$ cat src/sv/rect_to_polar_converter_unit_assert.svh
// Assertion macros for the rect_to_polar_converter_unit block.
// Clock and active-low reset are passed in by the user of each macro.
`ifndef RECT_TO_POLAR_CONVERTER_UNIT_ASSERT_SVH
`define RECT_TO_POLAR_CONVERTER_UNIT_ASSERT_SVH

// Same-cycle implication.
`define R2P_ASSERT_IMPL(lbl, clk, rst_n, ante, cons, msg) \
  lbl: assert property (@(posedge clk) disable iff (!rst_n) (ante) |-> (cons)) \
    else $error(msg);

// Next-cycle implication.
`define R2P_ASSERT_NEXT(lbl, clk, rst_n, ante, cons, msg) \
  lbl: assert property (@(posedge clk) disable iff (!rst_n) (ante) |=> (cons)) \
    else $error(msg);

`endif

$ cat src/sv/r2p_pkg.sv
// r2p_pkg: constants, sideband type and arctangent table for the rect-to-polar block.
// No dependencies.
package r2p_pkg;

  localparam int unsigned DATA_WIDTH_DEF = 16;
  localparam int unsigned ITERATIONS_DEF = 16;

  localparam int unsigned IN_W       = 16;  // input field width
  localparam int unsigned OUT_W      = 16;  // magnitude / angle field width
  localparam int unsigned ZW         = 32;  // angle accumulator, degrees * 2^24
  localparam int unsigned PRESCALE   = 16;  // CORDIC x/y fractional bits
  localparam int unsigned GUARD_BITS = 3;   // sign + CORDIC gain growth
  localparam int unsigned ANG_FRAC   = 16;  // Q.24 -> Q.8

  localparam logic [OUT_W-1:0] ANGLE_LIMIT = 16'd23040;  // 90.0 deg in Q7.8
  localparam logic [OUT_W-1:0] MAG_MAX     = 16'hFFFF;
  localparam logic [ZW-1:0]    ROUND_HALF  = 32'd32768;

  typedef struct packed {
    logic x_zero;
    logic y_zero;
    logic flip;    // x and y of opposite sign
  } r2p_side_t;

  // round(atan(2^-i) * 180/pi * 2^24)
  function automatic logic signed [ZW-1:0] atan_q24(input int unsigned idx);
    logic signed [ZW-1:0] v;
    case (idx)
      0:       v = 32'sd754974720;
      1:       v = 32'sd445687602;
      2:       v = 32'sd235489088;
      3:       v = 32'sd119537938;
      4:       v = 32'sd60000934;
      5:       v = 32'sd30029717;
      6:       v = 32'sd15018523;
      7:       v = 32'sd7509720;
      8:       v = 32'sd3754917;
      9:       v = 32'sd1877466;
      10:      v = 32'sd938734;
      11:      v = 32'sd469367;
      12:      v = 32'sd234684;
      13:      v = 32'sd117342;
      14:      v = 32'sd58671;
      15:      v = 32'sd29335;
      16:      v = 32'sd14668;
      17:      v = 32'sd7334;
      18:      v = 32'sd3667;
      19:      v = 32'sd1833;
      20:      v = 32'sd917;
      21:      v = 32'sd458;
      22:      v = 32'sd229;
      23:      v = 32'sd115;
      24:      v = 32'sd57;
      25:      v = 32'sd29;
      26:      v = 32'sd14;
      27:      v = 32'sd7;
      28:      v = 32'sd4;
      29:      v = 32'sd2;
      30:      v = 32'sd1;
      default: v = '0;
    endcase
    return v;
  endfunction

endpackage

$ cat src/sv/r2p_back.sv
// r2p_back: output stage. Rounds magnitude and angle, applies the axis cases,
// holds the result register and one skid entry. Depends on r2p_pkg.
module r2p_back
  import r2p_pkg::*;
#(
  parameter int unsigned DATA_WIDTH = DATA_WIDTH_DEF,
  localparam int unsigned SW = 2 * DATA_WIDTH,
  localparam int unsigned MW = DATA_WIDTH + 1
) (
  input  logic                    clk,
  input  logic                    rst_n,
  input  logic                    valid_i,
  input  r2p_side_t               side_i,
  input  logic signed [ZW-1:0]    z_i,
  input  logic [SW-1:0]           rem_i,
  input  logic [SW-1:0]           root_i,
  output logic                    pipe_ready_o,
  output logic                    out_valid,
  input  logic                    out_ready,
  output logic [OUT_W-1:0]        out_magnitude,
  output logic signed [OUT_W-1:0] out_angle_deg,
  output logic                    out_angle_undefined
);

  typedef struct packed {
    logic [OUT_W-1:0] mag;
    logic [OUT_W-1:0] ang;
    logic             undef;
  } r2p_res_t;

  r2p_res_t            res;
  r2p_res_t            out_r, out_nxt, skid_r, skid_nxt;
  logic                out_valid_r, out_valid_nxt, skid_valid_r, skid_valid_nxt;
  logic                take, arrive, round_up;
  logic [MW-1:0]       mag_round;
  logic [MW+OUT_W-1:0] mag_wide;
  logic [ZW-1:0]       z_pos, z_rnd;
  logic [OUT_W-1:0]    ang_mag, ang_clip;

  always_comb begin
    // remainder above root means the value is past root + 1/2
    round_up  = rem_i > root_i;
    mag_round = {1'b0, root_i[DATA_WIDTH-1:0]} + {{DATA_WIDTH{1'b0}}, round_up};
    mag_wide  = (MW + OUT_W)'(mag_round);
    if (mag_wide > (MW + OUT_W)'(MAG_MAX)) begin
      res.mag = MAG_MAX;
    end else begin
      res.mag = mag_wide[OUT_W-1:0];
    end

    z_pos    = z_i[ZW-1] ? '0 : z_i;
    z_rnd    = z_pos + ROUND_HALF;
    ang_mag  = z_rnd[ANG_FRAC +: OUT_W];
    ang_clip = (ang_mag > ANGLE_LIMIT) ? ANGLE_LIMIT : ang_mag;

    res.undef = 1'b0;
    if (side_i.x_zero && side_i.y_zero) begin
      res.ang   = '0;
      res.undef = 1'b1;
    end else if (side_i.x_zero) begin
      res.ang = side_i.flip ? (~ANGLE_LIMIT + 1'b1) : ANGLE_LIMIT;
    end else if (side_i.y_zero) begin
      res.ang = '0;
    end else begin
      res.ang = side_i.flip ? (~ang_clip + 1'b1) : ang_clip;
    end
  end

  always_comb begin
    take           = out_valid_r && out_ready;
    arrive         = valid_i && !skid_valid_r;
    out_valid_nxt  = out_valid_r;
    skid_valid_nxt = skid_valid_r;
    out_nxt        = out_r;
    skid_nxt       = skid_r;
    if (skid_valid_r) begin
      if (take) begin
        out_nxt        = skid_r;
        skid_valid_nxt = 1'b0;
      end
    end else if (arrive) begin
      if (!out_valid_r || take) begin
        out_nxt       = res;
        out_valid_nxt = 1'b1;
      end else begin
        skid_nxt       = res;
        skid_valid_nxt = 1'b1;
      end
    end else if (take) begin
      out_valid_nxt = 1'b0;
    end
  end

  always_ff @(posedge clk) begin
    if (!rst_n) begin
      out_valid_r  <= 1'b0;
      skid_valid_r <= 1'b0;
    end else begin
      out_valid_r  <= out_valid_nxt;
      skid_valid_r <= skid_valid_nxt;
    end
  end

  always_ff @(posedge clk) begin
    out_r  <= out_nxt;
    skid_r <= skid_nxt;
  end

  // pipeline advances whenever the skid entry is free
  assign pipe_ready_o        = !skid_valid_r;
  assign out_valid           = out_valid_r;
  assign out_magnitude       = out_r.mag;
  assign out_angle_deg       = $signed(out_r.ang);
  assign out_angle_undefined = out_r.undef;

endmodule

$ cat config.mk
export PLATFORM = sky130hd
export DESIGN_NAME = r2p_back
export DESIGN_NICKNAME = d
export VERILOG_FILES = /design/src/sv/rect_to_polar_converter_unit_assert.svh /design/src/sv/r2p_pkg.sv /design/src/sv/r2p_back.sv
export SDC_FILE = /design/constraint.sdc
export NUM_CORES = 1
export LEC_CHECK = 0
export ABC_CLOCK_PERIOD_IN_PS = 12100
export BUFFER_PORTS_ARGS = -buffer_cell sky130_fd_sc_hd__buf_4
export CORE_MARGIN = 3
export CORE_UTILIZATION = 58
export CTS_CLUSTER_SIZE = 16
export DETAILED_ROUTE_END_ITERATION = 12
export GPL_TIMING_DRIVEN = 0
export PLACE_DENSITY = 0.87
export SLEW_MARGIN = 20
export SYNTH_ARGS = -nofsm -noshare
export SYNTH_HDL_FRONTEND = slang
export SYNTH_SLANG_ARGS = --single-unit
$ cat constraint.sdc
create_clock -name clk -period 12.1 [get_ports clk]
set_input_delay 2.42 -clock clk [delete_from_list [all_inputs] [get_ports clk]]
set_output_delay 2.42 -clock clk [all_outputs]
set_load 0.01 [all_outputs]
==> summary.txt <==
Relative slew margins - 0.4777
Outcome - completed
RSZ-0062 raised after global routing - no
Fill count - 550
H-tree level count - 3
Setup violations, final - 0
Vias in the first global route - 4577
Initial Util - 0.6050
Worst-path clk slew - 0.08 ns
YS warnings - 0
Vias per cell - 6.183
# diodes - 0
Dpl hpwl - 10.61 mm
R2r endpoint - skid_r[24]
Port Buf Inserts - 122
Synth async-reset ratio - 0
Yosys cell types - 70
DRC - 0
Post-Synthesis Cells - 505
Global-route wire length before repair - 22.07 mm
WP data arrival - 6.71 ns
Register area share after synthesis - 0.4027
Most frequent cells after synthesis - edfxtp_1 (66), nand2_1 (49), inv_1 (38), ha_1 (36), nor2_1 (28)
CTS tree - built
Final hold vios - 0
Hold Buf Count CTS - 0
Die Span Y - 99.05 um
Pwr dens - 102.6 nW/um^2
Initial antenna violation count - 0
Reg2Reg Depth - 4
Core Util, Final - 0.7627
Post-synth EDFFs - 66
Drt first pass iters - 5
Share of the synthesized area in the top cell type - 0.3947
Global route overflow - 0
Max Freq - 151.2 MHz
Critical path origin - z_i[31]
Worst setup EP type - flop
Bufs on Longest Clock Path - 2
Kind of critical path - input pin to flop
Max-slew violation count - 0
Post-route antenna net violation count - 0
Share of post-route cells with drive strength above 1 - 0.2981
P&R area growth vs syn - 26.07%
Wire per inst - 18.42 um
Critical Path RT - 12.20 ns
Clk Latency, worst-skew pair - 0.34 ns
Clock Skews - 0.007338 ns
Hold endpoint - out_magnitude[14]
Hold_sp - skid_r[31]
I/O pin count - 138
Cell row count - 33
Worst Setup Start Kind - input pin
Cell accounting for the most synthesized area - edfxtp_1
Setup ws final - 5.488 ns
Core area - 8299 um^2
Clock Tree Root - clkbuf_8
Post-Route WL - 13.80 mm
Cell depth of the worst min-delay path - 2
CTS buffer count - 9
CTS sink cnt - 68
Dpl cell area - 6108 um^2
Final nets - 778
Avg Inst Size Synth - 9.943 um^2
Syn Std Cell Area - 5021 um^2
Post-cts sizing count - 0
Drt first-iter violations - 328
Worst R2R Setup Slack - 9.44 ns
Fin crit share - 0.5464
R2r startpoint - skid_valid_r
Worst hold slack - 0.5108 ns
Gr usage total - 0.2792
Cell with the most instances after synthesis - edfxtp_1
Synthesized Nets - 644
Main area contributors after synthesis - edfxtp_1 (39%), ha_1 (9.0%), mux2_2 (5.8%), nand2_1 (3.7%), xnor2_1 (3.0%)
RD Place Congestion - 0.9476
Pin count of the biggest net entering global routing - 34
Max-Cap Viols - 0
Setup TNS - 0 ns
Die Wd - 99.05 um
Die area - 9810 um^2
Fin crit period - 6.612 ns
Pre-CTS setup slack - 5.251 ns
Pleak - 2.702 nW
FF+latch count, synth - 68
Critical path fanouts, max - 10
Main synth FF type - edfxtp_1
Via count - 4631
Hold crit path type - flop to flop
Max rail drop VDD - 64.83 uV
Final instance area - 6330 um^2
Post-CTS setup repair buffer count - 0
Worst-Margin Slew - 0.7834 ns
layout by cell type (no fill, tap or decap), drive strengths merged, types with 11 or more instances in the layout:
cell	instances
buf	129
edfxtp	66
nand2	50
inv	40
ha	36
nor2	28
mux2	27
nand3	20
a21oi	20
clkbuf	19
xnor2	18
a21o	16
nand2b	14
nand4	14
o21ai	14
nor4	13
nor3	12
nor2b	11
report_power, final:
group	leakage [nW]	total [mW]	internal [mW]	switching, mW
registers	0.639	0.281	0.277	0.00472
clock network	0.106	0.210	0.117	0.0927
logic	1.96	0.158	0.0744	0.0837
stage by stage:
step / total power, mW / instances
detailed placement: 0.4417 / 733
finish: 0.6491 / 749
CTS: 0.6486 / 749
floorplan: 0.3717 / 505
global placement: 0.4322 / 732
global route: 0.6729 / 749
critical path: stages:
cell,delay [ns]
buf_4,0.13
clkbuf_1,0.34
nor2b_1,0.10
ha_1,0.20
buf_2,0.18
and3_1,0.18
nor4_1,0.37
o21ai_0,0.21
nand2_1,0.20
a21o_1,0.31
nand2_2,0.18
nand2_1,0.11
ha_1,0.24
nand4_1,0.26
nor4_1,0.49
nor3_1,0.12
a311o_1,0.37
mux2_2,0.28
flip-flops by register name, summed over array words and instances (netlist names):
register and cells:
out_magnitude 16, out_angle_undefined 1, skid_valid_r 1, out_angle_deg 16, skid_r 33, out_valid 1
cell type report:
type | instances | area [um^2] | area share
plain buffers | 16 | 71.32 | 0.01127
flip-flops and latches | 68 | 2022 | 0.3194
repair buffers | 123 | 943.4 | 0.1490
clock buffers | 9 | 123.9 | 0.01957
inverters | 38 | 142.6 | 0.02253
multi-input cells | 383 | 2798 | 0.4420
clock inverters | 7 | 97.59 | 0.01542
well taps | 105 | 131.4 | 0.02076
how the worst max path moves through the flow:
stage	slack, ns	cells after the start	to
floorplan	6.14	17	out_angle_deg[8]
global placement	5.26	18	out_angle_deg[10]
detailed placement	5.25	18	out_angle_deg[10]
CTS	5.59	18	out_angle_deg[10]
global route	5.14	18	out_angle_deg[10]
finish	5.49	18	out_angle_deg[10]
layer usage:
metal | vias to the layer above | GRT usage | routed length [um]
met5 | - | 0 | 0
met4 | 0 | 0.09874 | 502
met3 | 50 | 0.04459 | 846
met2 | 237 | 0.5057 | 7122
met1 | 2188 | 0.3338 | 5325
li1 | 2156 | - | -
cells by family (layout without fill, tap and decap cells):
| family | after synthesis | in the layout | share of synthesized area |
|---|---|---|---|
| DFF | 68 | 68 | 0.4027 |
| muxes | 34 | 34 | 0.07525 |
| buffers and inverters | 54 | 193 | 0.04261 |
| AOI/OAI and AO/OA | 92 | 92 | 0.1326 |
| xor gates and xnor gates | 23 | 23 | 0.04161 |
| and+or+nand+nor | 198 | 198 | 0.2156 |
| adders and majority gates | 36 | 36 | 0.08971 |
No activity file was read; power rests on OpenSTA's default activity.
