[src/sv/rect_to_polar_converter_unit_assert.svh]
// Assertion macros for the rect_to_polar_converter_unit block.
// Clock and active-low reset are passed in by the user of each macro.
`ifndef RECT_TO_POLAR_CONVERTER_UNIT_ASSERT_SVH
`define RECT_TO_POLAR_CONVERTER_UNIT_ASSERT_SVH

// Same-cycle implication.
`define R2P_ASSERT_IMPL(lbl, clk, rst_n, ante, cons, msg) \
  lbl: assert property (@(posedge clk) disable iff (!rst_n) (ante) |-> (cons)) \
    else $error(msg);

// Next-cycle implication.
`define R2P_ASSERT_NEXT(lbl, clk, rst_n, ante, cons, msg) \
  lbl: assert property (@(posedge clk) disable iff (!rst_n) (ante) |=> (cons)) \
    else $error(msg);

`endif

[src/sv/r2p_pkg.sv]
// r2p_pkg: constants, sideband type and arctangent table for the rect-to-polar block.
// No dependencies.
package r2p_pkg;

  localparam int unsigned DATA_WIDTH_DEF = 16;
  localparam int unsigned ITERATIONS_DEF = 16;

  localparam int unsigned IN_W       = 16;  // input field width
  localparam int unsigned OUT_W      = 16;  // magnitude / angle field width
  localparam int unsigned ZW         = 32;  // angle accumulator, degrees * 2^24
  localparam int unsigned PRESCALE   = 16;  // CORDIC x/y fractional bits
  localparam int unsigned GUARD_BITS = 3;   // sign + CORDIC gain growth
  localparam int unsigned ANG_FRAC   = 16;  // Q.24 -> Q.8

  localparam logic [OUT_W-1:0] ANGLE_LIMIT = 16'd23040;  // 90.0 deg in Q7.8
  localparam logic [OUT_W-1:0] MAG_MAX     = 16'hFFFF;
  localparam logic [ZW-1:0]    ROUND_HALF  = 32'd32768;

  typedef struct packed {
    logic x_zero;
    logic y_zero;
    logic flip;    // x and y of opposite sign
  } r2p_side_t;

  // round(atan(2^-i) * 180/pi * 2^24)
  function automatic logic signed [ZW-1:0] atan_q24(input int unsigned idx);
    logic signed [ZW-1:0] v;
    case (idx)
      0:       v = 32'sd754974720;
      1:       v = 32'sd445687602;
      2:       v = 32'sd235489088;
      3:       v = 32'sd119537938;
      4:       v = 32'sd60000934;
      5:       v = 32'sd30029717;
      6:       v = 32'sd15018523;
      7:       v = 32'sd7509720;
      8:       v = 32'sd3754917;
      9:       v = 32'sd1877466;
      10:      v = 32'sd938734;
      11:      v = 32'sd469367;
      12:      v = 32'sd234684;
      13:      v = 32'sd117342;
      14:      v = 32'sd58671;
      15:      v = 32'sd29335;
      16:      v = 32'sd14668;
      17:      v = 32'sd7334;
      18:      v = 32'sd3667;
      19:      v = 32'sd1833;
      20:      v = 32'sd917;
      21:      v = 32'sd458;
      22:      v = 32'sd229;
      23:      v = 32'sd115;
      24:      v = 32'sd57;
      25:      v = 32'sd29;
      26:      v = 32'sd14;
      27:      v = 32'sd7;
      28:      v = 32'sd4;
      29:      v = 32'sd2;
      30:      v = 32'sd1;
      default: v = '0;
    endcase
    return v;
  endfunction

endpackage

[src/sv/r2p_cell.sv]
// r2p_cell: one pipeline cell, one CORDIC vectoring micro-rotation plus one
// square-root digit, each passed through once STAGE reaches ITERATIONS or DATA_WIDTH. Depends on r2p_pkg.
module r2p_cell
  import r2p_pkg::*;
#(
  parameter int unsigned DATA_WIDTH = DATA_WIDTH_DEF,
  parameter int unsigned ITERATIONS = ITERATIONS_DEF,
  parameter int unsigned STAGE      = 0,
  localparam int unsigned SW = 2 * DATA_WIDTH,
  localparam int unsigned CW = DATA_WIDTH + PRESCALE + GUARD_BITS
) (
  input  logic                 clk,
  input  logic                 rst_n,
  input  logic                 en_i,
  input  logic                 valid_i,
  input  r2p_side_t            side_i,
  input  logic signed [CW-1:0] x_i,
  input  logic signed [CW-1:0] y_i,
  input  logic signed [ZW-1:0] z_i,
  input  logic [SW-1:0]        rem_i,
  input  logic [SW-1:0]        root_i,
  output logic                 valid_o,
  output r2p_side_t            side_o,
  output logic signed [CW-1:0] x_o,
  output logic signed [CW-1:0] y_o,
  output logic signed [ZW-1:0] z_o,
  output logic [SW-1:0]        rem_o,
  output logic [SW-1:0]        root_o
);

  logic                 valid_r;
  r2p_side_t            side_r;
  logic signed [CW-1:0] x_r, x_nxt, y_r, y_nxt;
  logic signed [ZW-1:0] z_r, z_nxt;
  logic [SW-1:0]        rem_r, rem_nxt, root_r, root_nxt;

  if (STAGE < ITERATIONS) begin : g_rot
    localparam logic signed [ZW-1:0] ATAN_K = atan_q24(STAGE);
    // drive y toward zero; y >= 0 rotates clockwise
    always_comb begin
      if (!y_i[CW-1]) begin
        x_nxt = x_i + (y_i >>> STAGE);
        y_nxt = y_i - (x_i >>> STAGE);
        z_nxt = z_i + ATAN_K;
      end else begin
        x_nxt = x_i - (y_i >>> STAGE);
        y_nxt = y_i + (x_i >>> STAGE);
        z_nxt = z_i - ATAN_K;
      end
    end
  end else begin : g_rot_pass
    assign x_nxt = x_i;
    assign y_nxt = y_i;
    assign z_nxt = z_i;
  end

  if (STAGE < DATA_WIDTH) begin : g_sqrt
    localparam int unsigned SHIFT = 2 * (DATA_WIDTH - 1 - STAGE);
    localparam logic [SW:0] BIT_K = (SW + 1)'(1) << SHIFT;
    logic [SW:0] trial;
    always_comb begin
      trial = {1'b0, root_i} + BIT_K;
      if ({1'b0, rem_i} >= trial) begin
        rem_nxt  = rem_i - trial[SW-1:0];
        root_nxt = (root_i >> 1) + BIT_K[SW-1:0];
      end else begin
        rem_nxt  = rem_i;
        root_nxt = root_i >> 1;
      end
    end
  end else begin : g_sqrt_pass
    assign rem_nxt  = rem_i;
    assign root_nxt = root_i;
  end

  always_ff @(posedge clk) begin
    if (!rst_n) begin
      valid_r <= 1'b0;
    end else if (en_i) begin
      valid_r <= valid_i;
    end
  end

  always_ff @(posedge clk) begin
    if (en_i) begin
      side_r <= side_i;
      x_r    <= x_nxt;
      y_r    <= y_nxt;
      z_r    <= z_nxt;
      rem_r  <= rem_nxt;
      root_r <= root_nxt;
    end
  end

  assign valid_o = valid_r;
  assign side_o  = side_r;
  assign x_o     = x_r;
  assign y_o     = y_r;
  assign z_o     = z_r;
  assign rem_o   = rem_r;
  assign root_o  = root_r;

endmodule

[config.mk]
export PLATFORM = sky130hd
export DESIGN_NAME = r2p_cell
export DESIGN_NICKNAME = d
export VERILOG_FILES = /design/src/sv/rect_to_polar_converter_unit_assert.svh /design/src/sv/r2p_pkg.sv /design/src/sv/r2p_cell.sv
export SDC_FILE = /design/constraint.sdc
export NUM_CORES = 1
export LEC_CHECK = 0
export BUFFER_PORTS_ARGS = -buffer_cell sky130_fd_sc_hd__buf_2
export CAP_MARGIN = 20
export CORE_MARGIN = 2
export CORE_UTILIZATION = 50
export CTS_CLUSTER_DIAMETER = 150
export DETAILED_ROUTE_END_ITERATION = 16
export PLACE_DENSITY = 0.76
export SLEW_MARGIN = 25
export SYNTH_ARGS = -nofsm -noshare
export SYNTH_HDL_FRONTEND = slang
export SYNTH_SLANG_ARGS = --single-unit
[constraint.sdc]
create_clock -name clk -period 5.1 [get_ports clk]
set_clock_uncertainty 0.05 [all_clocks]
set_input_delay 1.02 -clock clk [delete_from_list [all_inputs] [get_ports clk]]
set_output_delay 1.02 -clock clk [all_outputs]
set_load 0.01 [all_outputs]
==> impl_metrics.ini <==
[cts]
cts_resized = 0
cts_setup_buffers = 0
clockRootBuffer = clkbuf_16
tritoncts = yes
cts_hold_buf = 0
clk_latency_ns = 0.43
htreeDepth = 4
clk_pin_slew_ns = 0.08
cts.sinks = 169
cts_buffers = 17
clockBufferDepth = 2

[cells_and_area]
nets = 2112
drive_gt1_share_pct = 23.0
final_area_um2 = 16200
area_growth_pct = 19.7

[timing]
worst_slack_ns = 1.02
fin_crit_ns = 4.08
finalSetupViolations = 0
rsz0062_at_grt = false
slew_violations = 0
fmax_ghz = 0.245
post-route-period-util_pct = 80.0
max_slew_margin_pct = 29.6
finalHoldViolCount = 0
holdWs_ns = 0.536
worstMarginPinSlew_ns = 1.06
tns_ns = 0

[routing]
drc_errors = 0
via_per_inst = 5.88
dr.pass1.iters = 6
wl_per_cell_um = 20.5
drt-total-wl_um = 44000
initialDrtViolationCount = 1249
num_vias = 12700
ant_nets = 0

[global_routing]
grt_pass1_wl_um = 66400
grt_pass1_vias = 11800
grt_use_total_pct = 30.0
grt_antenna_before_repair = 3
overflow = 0
grt_max_degree = 95

[pwr]
p_per_area_nw_per_um2 = 292
peakVddDrop_v = 0.000170
leakage_nw = 7.43

[critical_path]
reg2reg_depth = 2
cp.required_ns = 5.21
worstPathMaxFanout = 15
worstSetupEndpointType = flip-flop
reg2reg_from = valid_o$_SDFFE_PN0P_
crit_end = y_o[34]$_DFFE_PP_
r2r_end = valid_o$_SDFFE_PN0P_
crit_type = in -> reg
crit_path_start_kind = input port
cp-startpoint = x_i[18]
crit_arrival_ns = 4.19
r2r_slack_ns = 4.39

[yosys]
ys_seq_elements = 169
yosysSeqAreaShare_pct = 37.4
ys_async_sr_fraction_pct = 0
synth.avg_cell_area_um2 = 9.20
postSynthCellCount = 1472
ys_warn_count = 0
syn_nets = 1791
synth.distinct_cells = 81
synth_enable_flop_cells = 168
netlist_area_um2 = 13500
synth_flop_cell = edfxtp_1

[die]
fp.dieH_um = 169
coreArea_um2 = 26800
fp-row-count = 60
fp.dieArea_um2 = 28400
die_w_um = 169
start_util_pct = 50.5
num_io_pins = 343

[place]
preCtsSetupSlack_ns = 0.661
portBuffers = 342
gp_congestion = 0.988
place_area_um2 = 15600
dpl.hpwl_um = 35100

[job]
drv_cap = 0

[hold_path]
hold_class = reg -> reg
hold_path_startpoint = valid_o$_SDFFE_PN0P_

[outcome]
status = complete, no violations
## cells by family after synthesis
| logic type | share of synthesized area, % |
|---|---|
| flip-flops | 37.4 |
| AND/OR/NAND/NOR | 12.9 |
| adder cells (fa/ha/maj) | 13.8 |
| XOR/XNOR | 6.34 |
| AO/OA/AOI/OAI | 22.5 |
| multiplexers | 0.970 |
| buffers and inverters | 6.09 |
## area by class of cell
| cell class | instances | area [um2] |
|---|---|---|
| clock buffer | 18 | 439 |
| clock inverter | 14 | 153 |
| inverter | 156 | 586 |
| fill | 2375 | 10600 |
| tap | 341 | 427 |
| timing repair buffer | 361 | 1890 |
| sequential | 169 | 5060 |
| multi-input combinational | 1088 | 7650 |
| antenna | 3 | 7.51 |
## layer usage
metal  wire [um]  track usage (%)  vias to the layer above
met3        3250             4.04                       61
met4        1070             9.22                        0
met2       20900             50.0                      593
li1            -                -                     5968
met1       18800             40.7                     6030
met5           0                0                        -
## synth_stat cells, types with 6 or more instances
| cell type | n | area share [%] |
|---|---|---|
| clkbuf_1 | 44 | 1.2 |
| and2_1 | 11 | 0.51 |
| and3_1 | 13 | 0.60 |
| nand3_1 | 35 | 1.3 |
| ha_1 | 141 | 13 |
| a31oi_1 | 17 | 0.79 |
| xnor2_1 | 69 | 4.5 |
| nor4_1 | 6 | 0.28 |
| xor2_1 | 29 | 1.9 |
| nand2b_1 | 24 | 1.1 |
| buf_1 | 8 | 0.22 |
| edfxtp_1 | 168 | 37 |
| o21ai_0 | 107 | 4.0 |
| a211oi_1 | 16 | 0.89 |
| o31ai_1 | 12 | 0.67 |
| a21o_1 | 44 | 2.4 |
| inv_1 | 152 | 4.2 |
| nand2_1 | 95 | 2.6 |
| o21a_1 | 7 | 0.39 |
| nor3_1 | 22 | 0.81 |
| o221ai_1 | 6 | 0.39 |
| a21oi_1 | 162 | 6.0 |
| or3_1 | 9 | 0.42 |
| nor2_1 | 81 | 2.2 |
| o21bai_1 | 28 | 1.6 |
| o211ai_1 | 9 | 0.50 |
| nand4_1 | 14 | 0.65 |
| o2111ai_1 | 9 | 0.58 |
| nor2b_1 | 15 | 0.69 |
| mux2i_1 | 12 | 0.89 |
## state kept, by name (all words and copies together), names as in the netlist
signal and count:
x_o 35, side_o 3, rem_o 32, z_o 32
y_o 34, root_o 32, valid_o 1
## through the flow
| stage | util, % | total power, W | std cells |
|---|---|---|---|
| floorplan | - | 0.00279 | 1472 |
| global placement | 58.3 | 0.00338 | 2115 |
| detailed placement | 58.3 | 0.00340 | 2115 |
| CTS | 60.5 | 0.00473 | 2147 |
| global route | 60.5 | 0.00493 | 2150 |
| finish | 60.5 | 0.00473 | 2150 |
## how the worst min path moves through the flow
stage | end | depth (start not counted)
after floorplan | valid_o$_SDFFE_PN0P_ | 2
after global placement | valid_o$_SDFFE_PN0P_ | 2
after detailed placement | valid_o$_SDFFE_PN0P_ | 2
after CTS | valid_o$_SDFFE_PN0P_ | 2
after global routing | valid_o$_SDFFE_PN0P_ | 2
final | valid_o$_SDFFE_PN0P_ | 2
## worst max-delay path, stage by stage
cell and delay, ns:
buf_2 0.10, inv_1 0.05, ha_1 0.59, a221o_1 0.31, a211oi_1 0.09, o31ai_1 0.65
o211ai_2 0.33, a211o_4 0.45, a311oi_4 0.35, or3_1 0.16, o2111ai_1 0.10
## placed cells by master, fill, tap and decap left out, types with 14 or more instances in the layout
cell type / synthesis / routed
xor2_1: 29 / 29
a21o_1: 44 / 44
buf_2: 5 / 341
edfxtp_1: 168 / 168
nor3_1: 22 / 22
nand4_1: 14 / 14
nand2_1: 95 / 95
inv_1: 152 / 152
xnor2_1: 69 / 69
ha_1: 141 / 141
a21oi_1: 162 / 162
a211oi_1: 16 / 16
nand2b_1: 24 / 24
o21bai_1: 28 / 28
buf_4: 1 / 17
nor2_1: 81 / 81
nand3_1: 35 / 35
clkbuf_16: 0 / 17
o21ai_0: 107 / 107
nor2b_1: 15 / 15
a31oi_1: 17 / 17
## where the power goes
group	switching [W]	total (W)	internal [W]
combinational	0.000971	0.00157	0.000600
clock	0.000659	0.00133	0.000669
sequential	0.0000644	0.00183	0.00177
Power figures use the tool's default switching activity.
