## config.mk

```make
export PLATFORM = sky130hd
export DESIGN_NAME = r2p_front
export DESIGN_NICKNAME = d
export VERILOG_FILES = /design/src/sv/rect_to_polar_converter_unit_assert.svh /design/src/sv/r2p_pkg.sv /design/src/sv/r2p_front.sv
export SDC_FILE = /design/constraint.sdc
export NUM_CORES = 1
export LEC_CHECK = 0
export ABC_AREA = 1
export BUFFER_PORTS_ARGS = -buffer_cell sky130_fd_sc_hd__buf_4
export CAP_MARGIN = 20
export CORE_UTILIZATION = 30
export DETAILED_ROUTE_END_ITERATION = 10
export SLEW_MARGIN = 20
export SYNTH_ARGS = -nofsm -noshare
export SYNTH_HDL_FRONTEND = slang
export SYNTH_SLANG_ARGS = --single-unit
```

## constraint.sdc

```tcl
create_clock -name clk -period 14.8 [get_ports clk]
set_clock_uncertainty 0.15 [all_clocks]
set_input_delay 1.48 -clock clk [delete_from_list [all_inputs] [get_ports clk]]
set_output_delay 1.48 -clock clk [all_outputs]
set_load 0.1 [all_outputs]
```

## src/sv/rect_to_polar_converter_unit_assert.svh

```systemverilog
// Assertion macros for the rect_to_polar_converter_unit block.
// Clock and active-low reset are passed in by the user of each macro.
`ifndef RECT_TO_POLAR_CONVERTER_UNIT_ASSERT_SVH
`define RECT_TO_POLAR_CONVERTER_UNIT_ASSERT_SVH

// Same-cycle implication.
`define R2P_ASSERT_IMPL(lbl, clk, rst_n, ante, cons, msg) \
  lbl: assert property (@(posedge clk) disable iff (!rst_n) (ante) |-> (cons)) \
    else $error(msg);

// Next-cycle implication.
`define R2P_ASSERT_NEXT(lbl, clk, rst_n, ante, cons, msg) \
  lbl: assert property (@(posedge clk) disable iff (!rst_n) (ante) |=> (cons)) \
    else $error(msg);

`endif

```

## src/sv/r2p_pkg.sv

```systemverilog
// r2p_pkg: constants, sideband type and arctangent table for the rect-to-polar block.
// No dependencies.
package r2p_pkg;

  localparam int unsigned DATA_WIDTH_DEF = 16;
  localparam int unsigned ITERATIONS_DEF = 16;

  localparam int unsigned IN_W       = 16;  // input field width
  localparam int unsigned OUT_W      = 16;  // magnitude / angle field width
  localparam int unsigned ZW         = 32;  // angle accumulator, degrees * 2^24
  localparam int unsigned PRESCALE   = 16;  // CORDIC x/y fractional bits
  localparam int unsigned GUARD_BITS = 3;   // sign + CORDIC gain growth
  localparam int unsigned ANG_FRAC   = 16;  // Q.24 -> Q.8

  localparam logic [OUT_W-1:0] ANGLE_LIMIT = 16'd23040;  // 90.0 deg in Q7.8
  localparam logic [OUT_W-1:0] MAG_MAX     = 16'hFFFF;
  localparam logic [ZW-1:0]    ROUND_HALF  = 32'd32768;

  typedef struct packed {
    logic x_zero;
    logic y_zero;
    logic flip;    // x and y of opposite sign
  } r2p_side_t;

  // round(atan(2^-i) * 180/pi * 2^24)
  function automatic logic signed [ZW-1:0] atan_q24(input int unsigned idx);
    logic signed [ZW-1:0] v;
    case (idx)
      0:       v = 32'sd754974720;
      1:       v = 32'sd445687602;
      2:       v = 32'sd235489088;
      3:       v = 32'sd119537938;
      4:       v = 32'sd60000934;
      5:       v = 32'sd30029717;
      6:       v = 32'sd15018523;
      7:       v = 32'sd7509720;
      8:       v = 32'sd3754917;
      9:       v = 32'sd1877466;
      10:      v = 32'sd938734;
      11:      v = 32'sd469367;
      12:      v = 32'sd234684;
      13:      v = 32'sd117342;
      14:      v = 32'sd58671;
      15:      v = 32'sd29335;
      16:      v = 32'sd14668;
      17:      v = 32'sd7334;
      18:      v = 32'sd3667;
      19:      v = 32'sd1833;
      20:      v = 32'sd917;
      21:      v = 32'sd458;
      22:      v = 32'sd229;
      23:      v = 32'sd115;
      24:      v = 32'sd57;
      25:      v = 32'sd29;
      26:      v = 32'sd14;
      27:      v = 32'sd7;
      28:      v = 32'sd4;
      29:      v = 32'sd2;
      30:      v = 32'sd1;
      default: v = '0;
    endcase
    return v;
  endfunction

endpackage

```

## src/sv/r2p_front.sv

```systemverilog
// r2p_front: input stage. Folds the vector into the first quadrant, squares and sums.
// Depends on r2p_pkg.
module r2p_front
  import r2p_pkg::*;
#(
  parameter int unsigned DATA_WIDTH = DATA_WIDTH_DEF,
  localparam int unsigned SW = 2 * DATA_WIDTH,
  localparam int unsigned CW = DATA_WIDTH + PRESCALE + GUARD_BITS
) (
  input  logic                 clk,
  input  logic                 rst_n,
  input  logic                 en_i,
  input  logic                 valid_i,
  input  logic signed [IN_W-1:0] x_coord_i,
  input  logic signed [IN_W-1:0] y_coord_i,
  output logic                 valid_o,
  output r2p_side_t            side_o,
  output logic signed [CW-1:0] x_o,
  output logic signed [CW-1:0] y_o,
  output logic [SW-1:0]        sum_o
);

  logic [DATA_WIDTH-1:0] x_d, y_d, ax, ay;
  logic                  valid_r;
  r2p_side_t             side_r, side_nxt;
  logic signed [CW-1:0]  x_r, x_nxt, y_r, y_nxt;
  logic [SW-1:0]         sum_r, sum_nxt;

  // when DATA_WIDTH <= IN_W only the low DATA_WIDTH bits count; else the input is zero-extended
  if (DATA_WIDTH <= IN_W) begin : g_narrow
    assign x_d = x_coord_i[DATA_WIDTH-1:0];
    assign y_d = y_coord_i[DATA_WIDTH-1:0];
  end else begin : g_wide
    assign x_d = {{(DATA_WIDTH-IN_W){1'b0}}, x_coord_i};
    assign y_d = {{(DATA_WIDTH-IN_W){1'b0}}, y_coord_i};
  end

  always_comb begin
    ax              = x_d[DATA_WIDTH-1] ? (~x_d + 1'b1) : x_d;
    ay              = y_d[DATA_WIDTH-1] ? (~y_d + 1'b1) : y_d;
    sum_nxt         = ax * ax + ay * ay;
    x_nxt           = $signed({{GUARD_BITS{1'b0}}, ax, {PRESCALE{1'b0}}});
    y_nxt           = $signed({{GUARD_BITS{1'b0}}, ay, {PRESCALE{1'b0}}});
    side_nxt.x_zero = (x_d == '0);
    side_nxt.y_zero = (y_d == '0);
    side_nxt.flip   = x_d[DATA_WIDTH-1] ^ y_d[DATA_WIDTH-1];
  end

  always_ff @(posedge clk) begin
    if (!rst_n) begin
      valid_r <= 1'b0;
    end else if (en_i) begin
      valid_r <= valid_i;
    end
  end

  always_ff @(posedge clk) begin
    if (en_i) begin
      side_r <= side_nxt;
      x_r    <= x_nxt;
      y_r    <= y_nxt;
      sum_r  <= sum_nxt;
    end
  end

  assign valid_o = valid_r;
  assign side_o  = side_r;
  assign x_o     = x_r;
  assign y_o     = y_r;
  assign sum_o   = sum_r;

endmodule

```

==> results of run 1 <==
-- synthesized netlist by cell type (3+ instances only) --
master      n  area share [%]
a21oi_1    35            0.98
a31oi_1     3            0.10
buf_2      13            0.36
buf_4      43             1.8
buf_6       3            0.19
clkbuf_1    7            0.15
edfxtp_1   67              11
fa_1      384              43
ha_1      185              13
inv_1     593              12
inv_2      19            0.40
nand2_1   244             5.1
nand2_2    14            0.49
nand2_4    10            0.63
nand3_1    37             1.0
nand3b_1    3            0.13
nand4_1     5            0.17
nor2_1    146             3.1
nor2_2     13            0.45
nor2_4      9            0.56
nor3_1     14            0.39
o211ai_1    4            0.17
o21ai_0    25            0.70
o21ai_1     5            0.14
o21ai_2     5            0.24
o21bai_1    7            0.29
or2_1       4            0.14
xnor2_1     7            0.34
xor2_1     32             1.6
-- sequential cells by signal, indices dropped and copies added (netlist names) --
| name | count |
|---|---|
| sum_o | 32 |
| valid_o | 1 |
| y_o | 16 |
| side_o | 3 |
| x_o | 16 |
-- cells in the final DEF (no fill, tap or decap), drive strengths merged, types with 4 or more instances in the layout --
cell / netlist / layout
nor3: 14 / 14
nand4: 6 / 6
ha: 185 / 185
nor2: 168 / 168
edfxtp: 67 / 67
inv: 613 / 614
xnor2: 7 / 7
nand3: 39 / 39
xor2: 32 / 32
o21bai: 7 / 7
buf: 60 / 110
or2: 7 / 7
o21ai: 35 / 35
nand2: 268 / 268
o211ai: 4 / 4
conb: 2 / 62
clkbuf: 7 / 10
a21oi: 36 / 36
fa: 384 / 384
-- worst min-delay path: stages, from the launching register on --
cell	delay (ps)
dfxtp_1	310
o21ai_0	170
a21oi_1	50
-- cells by family (layout without fill, tap and decap cells) --
family / after synthesis / count (layout) / synth area share, %
AND/OR/NAND/NOR: 508 / 508 / 12.55
AO/OA/AOI/OAI: 93 / 93 / 3.024
flip-flops: 68 / 68 / 11.32
adder cells (fa/ha/maj): 569 / 569 / 55.71
XOR/XNOR: 39 / 39 / 1.902
buffers and inverters: 681 / 740 / 15.46
other: 2 / 62 / 0.04183
-- cell type report --
class | instances | share of cell area, %
repair buffers | 110 | 4.161
clock buffers | 10 | 1.154
flip-flops and latches | 68 | 10.24
clock inverters | 6 | 0.5611
inverters | 614 | 11.63
well taps | 773 | 4.874
multi-input cells | 1271 | 67.39
-- per-layer routing --
layer  global-route usage (%)  routed length, um  vias to the layer above
met5                        0                  0                        -
met4                    4.866               1223                        0
met3                    2.593               2271                       67
met2                    28.43              24130                      319
met1                    19.45              18370                     6418
li1                         -                  -                     5816
-- worst paths after layout --
path                                   start        end  cells past startpoint  slack (ps)
worst max-delay path            x_coord_i[0]  sum_o[25]                     30        4900
worst max register to register       valid_o    valid_o                      2       13960
worst min-delay path                 valid_o    valid_o                      2         420
worst min register to register       valid_o    valid_o                      2         420
-- through the flow --
| step | setup slack, ps | hold slack (ps) | area, um2 | util (%) | instances |
|---|---|---|---|---|---|
| 6_report | 4903 | 416.0 | 19850 | 33.56 | 2852 |
| 2_1_floorplan | 6021 | 836.3 | 18180 | - | 2020 |
| 3_5_place_dp | 4510 | 404.6 | 19510 | 32.99 | 2836 |
| 5_1_grt | 4443 | 476.7 | 19850 | 33.56 | 2852 |
| 4_1_cts | 4917 | 423.7 | 19850 | 33.56 | 2852 |
| 3_3_place_gp | 4587 | 373.9 | 19510 | 32.99 | 2836 |
==> flow_summary.json, run 1 <==
{
  "run_status": "finished with violations",
  "violations": "DRC",
  "avgSynthCellArea_um2": 9.161,
  "synth-edff-count": 67,
  "drv_cap": 0,
  "seq_area_mm2": 0.002032,
  "fmax_ghz": 0.1010,
  "port_buffers": 103,
  "antenna_found_initial": 0,
  "critPathMaxStageDelay_ps": 520,
  "synth_flop_cell": "edfxtp_1",
  "die_y_um": 246.6,
  "vias": 12620,
  "hold_path.class": "reg -> reg",
  "finalSetupTns_ps": 0,
  "syn_area_mm2": 0.01795,
  "clock_sinks": 68,
  "crit_arrival_ps": 9880,
  "layout-drive-gt1-share_pct": 9.812,
  "insertion_delay_ps": 380,
  "diodes": 0,
  "nets": 2679,
  "finalCriticalPeriod_ps": 9897,
  "multiInputGateArea_mm2": 0.01337,
  "tightestPinTransition_ps": 1065,
  "period_share_pct": 66.87,
  "crit_type": "in -> reg",
  "yosysSeqAreaShare_pct": 11.32,
  "yosys.cell_types.count": 48,
  "grt_pass1_wl_um": 72900,
  "worstPathMaxFanout": 14,
  "cts_resized": 0,
  "gp_congestion": 0.9305,
  "ctsHoldBuffers": 0,
  "fp.coreArea_mm2": 0.05913,
  "wl_um": 46000,
  "viasPerCell": 4.425,
  "fillers": 6099,
  "grt_overflow": 0,
  "io_pins": 142,
  "fp.dieArea_mm2": 0.06083,
  "clkSlewWorstSetupHoldPaths_ps": 60,
  "crit_slowest_cell": "fa_1",
  "postCtsSetupRepairBufs": 0,
  "die_w_um": 246.6,
  "finalSetupViolCount": 0,
  "hpwl_um": 39970,
  "firstDrtPassIters": 8,
  "wl_per_cell_um": 16.13,
  "worst_path_most_repeated_cell": "fa_1",
  "path_buf_inv": 8,
  "path_delay_family": "adder cells",
  "ys_ff_latch": 68,
  "drt-initial-drc-count": 706,
  "area.growth.synth_to_final_pct": 10.53,
  "num_rows": 89,
  "initial_utilization_pct": 30.36,
  "cts_tree": "yes",
  "grt_use_total_pct": 15.91,
  "synthCells": 1960,
  "numCtsBuffers": 9,
  "grt_pass1_vias": 13840,
  "slew_viol_final": 0,
  "hold_viol": 0,
  "root_buffer": "clkbuf_16",
  "grt_max_degree": 70,
  "cp_data_required_time_ps": 14780,
  "drc_errors": 8,
  "slew_headroom_pct": 29.01,
  "clockBufferDepth": 2,
  "h-tree-depth": 3,
  "ant_nets": 0,
  "start_kind": "input port",
  "synth_warnings": 0,
  "async_reset_ff_share_pct": 0,
  "grt_setup_unrepaired": "no",
  "crit_path_end_kind": "flip-flop"
}
Power of run 1 is not shown: default switching activity piles up to over one toggle a cycle in this logic, so the estimate is an artifact.
==> run 2, diff against run 1 <==
- clock period: 14.8 -> 8.11 ns (I/O delays scaled with it)
==> flow_summary.json, run 2 (synthesized netlist as in run 1, its figures left out) <==
{
  "drc_errors": 10,
  "start_kind": "input port",
  "grt_overflow": 0,
  "met2_wirelength_um": 25370,
  "fp.dieArea_mm2": 0.06083,
  "grt_pass1_vias": 14780,
  "r2r-start": "valid_o",
  "slew_viol_final": 0,
  "fp.coreArea_mm2": 0.05913,
  "clockBufferDepth": 2,
  "worstPathMaxFanout": 5,
  "largest_reg_flops": 32,
  "drt-initial-drc-count": 644,
  "violations": "DRC",
  "h-tree-depth": 3,
  "fmax_ghz": 0.1258,
  "viasPerCell": 4.340,
  "nets": 2919,
  "fin_util_pct": 37.33,
  "crit_arrival_ps": 7910,
  "crit_start": "x_coord_i[0]",
  "crit_type": "in -> reg",
  "numCtsBuffers": 9,
  "wl_met1_um": 19180,
  "die_y_um": 246.6,
  "finalSetupTns_ps": 0,
  "crit_slowest_cell": "fa_1",
  "wl_per_cell_um": 15.62,
  "ant_nets": 0,
  "ff2ff_setup_slack_ps": 7320,
  "vias": 13420,
  "finalCriticalPeriod_ps": 7948,
  "tightestPinTransition_ps": 535.3,
  "grt_max_degree": 70,
  "initial_utilization_pct": 30.36,
  "worstSetupEndpoint": "sum_o[29]",
  "slew_headroom_pct": 64.07,
  "root_buffer": "clkbuf_16",
  "clock_sinks": 68,
  "period_share_pct": 98.01,
  "timing.rr.end": "valid_o",
  "area.growth.synth_to_final_pct": 22.94,
  "worst_path_most_repeated_cell": "fa_1",
  "wl_met3_um": 2684,
  "clkSlewWorstSetupHoldPaths_ps": 60,
  "drv_cap": 0,
  "die_w_um": 246.6,
  "insertion_delay_ps": 380,
  "min_from": "valid_o",
  "final_cell_mix": "582 x inv_1, 383 x fa_1, 340 x buf_4",
  "grt_use_total_pct": 16.64,
  "cts_tree": "yes",
  "whs_path_depth": 2,
  "r2r_cells": 2,
  "hpwl_um": 42650,
  "run_status": "finished with violations",
  "firstDrtPassIters": 8,
  "layout-drive-gt1-share_pct": 22.60,
  "hold_path.class": "reg -> reg",
  "final_common_cell": "inv_1",
  "port_buffers": 103,
  "instances_no_fill": 3092,
  "top_layer": "met4",
  "wl_um": 48290,
  "place_inst": 3067,
  "finalSetupViolCount": 0,
  "critPathMaxStageDelay_ps": 550,
  "cp_data_required_time_ps": 8070,
  "io_pins": 142,
  "diodes": 0,
  "hold_viol": 0,
  "num_rows": 89,
  "crit_path_end_kind": "flip-flop",
  "antenna_found_initial": 0,
  "grt_pass1_wl_um": 76890,
  "gp_congestion": 0.9399
}
-- run 2: cell count changes in the layout (fill, tap and decap cells not counted), moves of 7 or more --
| cell | before | now |
|---|---|---|
| a21oi_2 | 1 | 10 |
| inv_2 | 19 | 28 |
| ha_4 | 0 | 13 |
| a21oi_1 | 35 | 25 |
| nand2_2 | 14 | 25 |
| nor2_2 | 13 | 28 |
| inv_1 | 593 | 582 |
| buf_4 | 110 | 340 |
| nand2_1 | 244 | 231 |
| o21ai_0 | 25 | 16 |
| o21ai_1 | 5 | 12 |
| nor2_1 | 146 | 126 |
| ha_1 | 185 | 171 |
-- run 2: critical path, delay by kind of cell --
kind	cells	cell delay, ps
XOR/XNOR	1	230
buffers and inverters	9	760
AO/OA/AOI/OAI	4	930
AND/OR/NAND/NOR	9	870
adder cells (fa/ha/maj)	10	4320
-- run 2: worst min path at each step --
stage	to	slack [ps]
after floorplan	valid_o	750
final	valid_o	410
after global placement	valid_o	370
after CTS	valid_o	410
after global routing	valid_o	430
after detailed placement	valid_o	390
-- run 2: area by class of cell --
class / instances / area, um2
Fill cell: 5970 / 37060
Multi-Input combinational cell: 1272 / 13810
Timing Repair Buffer: 349 / 2696
Inverter: 614 / 2312
Sequential cell: 68 / 2032
Tap cell: 773 / 967.2
Clock buffer: 10 / 229.0
Clock inverter: 6 / 31.28
-- run 2: timing repair --
item,CTS,global route
buffers inserted,0,7
setup endpoints to repair,2,17
resized for setup,4,109
gates cloned,0,1
endpoints found under the hold margin,0,0
hold buffers,0,0
pin swaps,0,38
-- run 2: metal layers --
metal | global-route usage, % | vias up
met5 | 0 | -
met4 | 4.430 | 0
met3 | 2.832 | 48
met2 | 29.92 | 304
met1 | 20.36 | 6758
li1 | - | 6309
-- run 2: stage by stage --
| stage | cell area (um2) | worst slack, ps | hold WS [ps] |
|---|---|---|---|
| after global placement | 21280 | -549.5 | 371.2 |
| after detailed placement | 21280 | -519.4 | 390.7 |
| final | 22070 | 161.6 | 405.2 |
| after CTS | 21550 | 12.63 | 407.3 |
| after global routing | 22070 | -37.42 | 433.3 |
| after floorplan | 18180 | 109.3 | 754.5 |
Power of run 2 is left out for the same reason.
